[src/rtl/core/pfa_pkg.sv]
// Shared types and constants for the page frame allocator.
package pfa_pkg;
  localparam int unsigned NumRegions = 2;
  localparam int unsigned MaxFrames  = 1024;
  localparam int unsigned PageShift  = 12;
  localparam int unsigned RefWidth   = 16;
  localparam int unsigned AddrWidth  = 40;
  localparam int unsigned IdxWidth   = $clog2(MaxFrames);
  localparam int unsigned CntWidth   = IdxWidth + 1;
  localparam int unsigned RegWidth   = $clog2(NumRegions);
  localparam int unsigned SlotWidth  = RegWidth + IdxWidth;
  localparam int unsigned CfgIdxWidth = 3;
  localparam int unsigned PageNumWidth = AddrWidth - PageShift;

  typedef enum logic [1:0] {
    OpInit = 2'd0,
    OpAlloc = 2'd1,
    OpInc = 2'd2,
    OpDec = 2'd3
  } op_e;

  typedef enum logic [2:0] {
    CfgR0Base = 3'd0,
    CfgR0Frames = 3'd1,
    CfgR1Base = 3'd2,
    CfgR1Frames = 3'd3,
    CfgResStart = 3'd4,
    CfgResEnd = 3'd5
  } cfg_idx_e;

  typedef enum logic [2:0] {
    StIdle,
    StInitChk,
    StInitWr,
    StRead,
    StWrite,
    StDone
  } back_state_e;

  // Classified command from the front part.
  typedef struct packed {
    op_e                  op;
    logic                 hit;
    logic [RegWidth-1:0]  region;
    logic [IdxWidth-1:0]  index;
  } cmd_t;

  typedef struct packed {
    logic                 status;
    logic [AddrWidth-1:0] alloc_address;
    logic                 frame_freed;
  } res_t;
endpackage

[src/rtl/core/pfa_front.sv]
// Front part: accepts requests, resolves the frame address to region and index.
module pfa_front (
  input  logic                          clk_i,
  input  logic                          rst_ni,
  input  logic                          in_valid_i,
  output logic                          in_ready_o,
  input  logic [1:0]                    opcode_i,
  input  logic [pfa_pkg::AddrWidth-1:0] frame_address_i,
  input  logic [pfa_pkg::AddrWidth-1:0] base_i [pfa_pkg::NumRegions],
  input  logic [pfa_pkg::CntWidth-1:0]  frames_i [pfa_pkg::NumRegions],
  output logic                          cmd_valid_o,
  input  logic                          cmd_ready_i,
  output pfa_pkg::cmd_t                 cmd_o
);
  import pfa_pkg::*;

  // Two-entry command queue.
  cmd_t        q_mem_q [2];
  logic        wp_q, rp_q;
  logic [1:0]  cnt_q;
  cmd_t        cls;
  logic        push, pop;
  logic [AddrWidth-1:0] diff;
  logic [PageNumWidth-1:0] pg;

  always_comb begin
    cls.op = op_e'(opcode_i);
    cls.hit = 1'b0;
    cls.region = '0;
    cls.index = '0;
    diff = '0;
    pg = '0;
    for (int r = NumRegions - 1; r >= 0; r--) begin
      diff = frame_address_i - base_i[r];
      pg = diff[AddrWidth-1:PageShift];
      if (frame_address_i >= base_i[r] &&
          pg < PageNumWidth'(frames_i[r])) begin
        cls.hit = 1'b1;
        cls.region = RegWidth'(r);
        cls.index = pg[IdxWidth-1:0];
      end
    end
  end

  assign in_ready_o = (cnt_q != 2'd2);
  assign push = in_valid_i && in_ready_o;
  assign cmd_valid_o = (cnt_q != 2'd0);
  assign pop = cmd_valid_o && cmd_ready_i;
  assign cmd_o = q_mem_q[rp_q];

  always_ff @(posedge clk_i) begin
    if (push) q_mem_q[wp_q] <= cls;
  end

  always_ff @(posedge clk_i or negedge rst_ni) begin
    if (!rst_ni) begin
      wp_q <= 1'b0;
      rp_q <= 1'b0;
      cnt_q <= '0;
    end else begin
      if (push) wp_q <= ~wp_q;
      if (pop) rp_q <= ~rp_q;
      cnt_q <= cnt_q + 2'(push) - 2'(pop);
    end
  end
endmodule

[config.mk]
export PLATFORM = sky130hd
export DESIGN_NAME = pfa_front
export DESIGN_NICKNAME = d
export VERILOG_FILES = /design/src/rtl/core/pfa_pkg.sv /design/src/rtl/core/pfa_front.sv
export SDC_FILE = /design/constraint.sdc
export NUM_CORES = 1
export LEC_CHECK = 0
export ABC_CLOCK_PERIOD_IN_PS = 4600
export BUFFER_PORTS_ARGS = -buffer_cell sky130_fd_sc_hd__buf_4
export CAP_MARGIN = 15
export CORE_MARGIN = 2
export CORE_UTILIZATION = 50
export CTS_BUF_LIST = sky130_fd_sc_hd__clkbuf_4 sky130_fd_sc_hd__clkbuf_8
export CTS_CLUSTER_SIZE = 12
export DETAILED_ROUTE_END_ITERATION = 10
export PLACE_DENSITY_LB_ADDON = 0.25
export SLEW_MARGIN = 5
export SYNTH_ARGS = -nofsm -noshare
export SYNTH_HDL_FRONTEND = slang
export SYNTH_SLANG_ARGS = --single-unit
[constraint.sdc]
create_clock -name clk_i -period 4.6 [get_ports clk_i]
set_input_delay 0.69 -clock clk_i [delete_from_list [all_inputs] [get_ports clk_i]]
set_output_delay 0.69 -clock clk_i [all_outputs]
set_load 0.01 [all_outputs]
==> run metrics <==
Avg Inst Size Synth a little over 7 um2; largest family of logic cells by synthesized area compound AO/OA/AOI/OAI gates; Congestion Overflow GR 0; Post-synth EDFFs 28; Clock transition at path regs 0.07 ns; root buffer cell clkbuf_8; die width approximately 120 um; diode count 0; CTS Buf Count 5; startpoint type of the worst setup path primary input; drt first pass iters 5; Tcrit/Tclk final 1.02; DRC Markers 0; max-capacitance violation count 0; DRT Wirelength about 23 mm; Synth Warn # 0; syn nets approximately 1200; failing checks setup timing; Async SR Flop Fraction 0.125; largest net degree at the start of global routing 23; Worst Path Arrival 4.77 ns; Synth Area in XOR/XNOR 0.0575; worst slew pin tran 0.715 ns; cell leakage power between 4 and 5 nW; M1 GR Usage 0.397; routed via count 7865; core box area 0.0131 mm2; hold_buf cts 0; Worst setup EP type flop; Post-Syn Area 0.00670 mm2; grt peak-use layer met2; first-pass GRT wire length ~36 mm; Post-Synth Simple-Gate Area 0.214; H-Tree Depth 2; RSZ-0062 raised after global routing yes; GR Util met2 0.535; clock sink count 32; # rows 42; Post-Place Cells ~1300; Critical Path Fanout Max 6; top post-synthesis cells by area ha_1 (19%), edfxtp_1 (13%), a21oi_1 (7.5%), inv_1 (6.6%), nand2_1 (5.1%); WP data required ~4.7 ns; Final Slew Violations 0; FMAX 214 MHz; post-DP HPWL approximately 18 mm; complex-gate fraction of the synthesized area 0.274; final setup margin -0.0802 ns; area grow syn2layout 40.6%; ratio of cells with drive above 1 in the final layout 0.316; Final Hold Vio Count 0; maximum vdd drop 0.160 mV; Crit Path Class primary input to flop; initial antenna violation count 0; final non-filler cell total between 1000 and 1500; pwr dens between 200 and 250 mW/mm2; Vias/cell around 5.8; final core utilization 0.717; adder-cell share of the synthesized area 0.191; GRT Resource Usage Total 0.304; Min-Delay Path Class primary input to asynchronous set/reset pin; Initial Util 0.510; CTS Buffer Depth 2; multiplexer share of the synthesized area 0.0329; top_reg_cell synth edfxtp_1; Ports approximately 160; die height ~120 um; DRT iter0 DRCs 625; Nets around 1400; largest area contributor in the netlist ha_1; commonest non-fill, non-tap cells in the layout buf_4 (274), inv_1 (115), a21oi_1 (95), ha_1 (95), nand2_1 (91); setup TNS -1.15 ns; Clock Skew about 0.0012 ns; M3 GR Usage 0.0257; number of global-route vias before repair between 7000 and 8000; library cells used by synthesis 68; DIE AREA 0.0143 mm2; Routed Antenna Nets 0; Final Wtd Congestion 0.985; sequential area share after synthesis 0.140; cell count after synthesis approximately 930; top-area cell type share of the netlist area 0.191; port bufs around 160; routed len/inst ~17 um; outcome finished with violations; Setup Viol. Count Final 24; commonest non-fill, non-tap cell in the layout buf_4; Max-slew headroom 0.521; minimum clock period 4.68 ns; Clk Latency, worst-skew pair about 0.28 ns; #FFs+latches synth 32; CTS tree done
[state kept, by name, indices dropped and copies added (netlist names)]
signal   flops
rp_q         1
q_mem_q     28
cnt_q        2
wp_q         1
[per-stage QoR]
| step | power (W) | area [um2] | hold slack (ns) | setup WS [ns] |
|---|---|---|---|---|
| after global placement | 0.00180 | 8810 | 0.481 | -0.403 |
| after global routing | 0.00233 | 9420 | 0.178 | -0.292 |
| after CTS | 0.00212 | 9140 | 0.191 | -0.150 |
| after floorplan | 0.00125 | 6700 | 0.394 | 0.0307 |
| after detailed placement | 0.00182 | 8810 | 0.485 | -0.724 |
| final | 0.00218 | 9420 | 0.193 | -0.0802 |
[cell families after synthesis]
logic type | Yosys count
AND/OR/NAND/NOR | 287
AO/OA/AOI/OAI | 285
XOR/XNOR | 44
flip-flops | 32
buffers and inverters | 158
adder cells (fa/ha/maj) | 102
multiplexers | 20
[final cells by class]
type                       instances  area (um2)
multi-input combinational        738        5510
fill                            1111        3720
timing repair buffer             283        2180
sequential                        32         941
inverter                         118         448
tap                              176         220
clock buffer                       6        76.3
clock inverter                     2        35.0
[critical path: stages]
cell       delay [ns]
buf_6            0.07
inv_2            0.04
ha_4             0.25
o211a_1          0.18
o31ai_4          0.09
buf_4            0.15
a31o_4           0.22
o21ba_4          0.21
o31ai_4          0.28
xor2_2           0.20
ha_1             0.28
a21o_1           0.18
a211oi_2         0.17
o211ai_1         0.13
nor2_1           0.12
o221ai_1         0.14
a311oi_1         0.22
nand4_1          0.14
nor4b_2          0.30
o2111ai_2        0.20
buf_6            0.19
o41ai_4          0.31
[metal layers]
layer  share of wire  vias to the layer above  wire length (um)
met5               0                        -                 0
met4           0.033                        0               762
met3           0.062                       60              1430
li1                -                     3888                 -
met2            0.48                      369             10900
met1            0.43                     3548              9820
[report_power, final]
part / internal (W) / switching (W)
clock: 0.000167 / 0.000104
combinational: 0.000709 / 0.000749
sequential: 0.000399 / 0.0000534
[final timing paths]
kind	startpoint	to	slack (ns)	depth (start not counted)
worst max register to register	cnt_q[1]	q_mem_q[0][7]	2.82	4
max in group asynchronous	rst_ni	rp_q	4.30	1
min in group clk_i	cnt_q[1]	cnt_q[1]	0.50	1
worst min-delay path	rst_ni	wp_q	0.19	1
worst max-delay path	base_i[3]	q_mem_q[1][0]	-0.08	22
worst min register to register	cnt_q[1]	cnt_q[1]	0.50	1
[synthesized netlist by cell type, types with 4 or more instances]
cell type / instances
o21ai_0: 57
a211oi_1: 9
nor2_1: 49
or3_1: 6
nand4_1: 37
edfxtp_1: 28
mux2i_1: 4
o211ai_1: 9
o21a_1: 14
o21bai_1: 10
clkbuf_1: 34
xnor2_1: 24
nand3b_1: 5
nor4_1: 5
nor3_1: 23
o2111ai_1: 8
nand2b_1: 7
o221ai_1: 4
dfrtp_1: 4
ha_1: 102
nand2_1: 91
nand3_1: 29
buf_4: 4
a31oi_1: 7
mux2_2: 16
nor2b_1: 6
a21oi_1: 100
xor2_1: 20
and3_1: 11
inv_1: 118
a21o_1: 17
o31ai_1: 14
[timing repair]
action / 4_1_cts / 5_1_grt
resized for setup: 35 / 37
cloned: 1 / 1
pin swaps: 19 / 18
endpoints found under the setup margin: 24 / 24
setup buffers: 2 / 8
(Power assumes the default switching activity.)
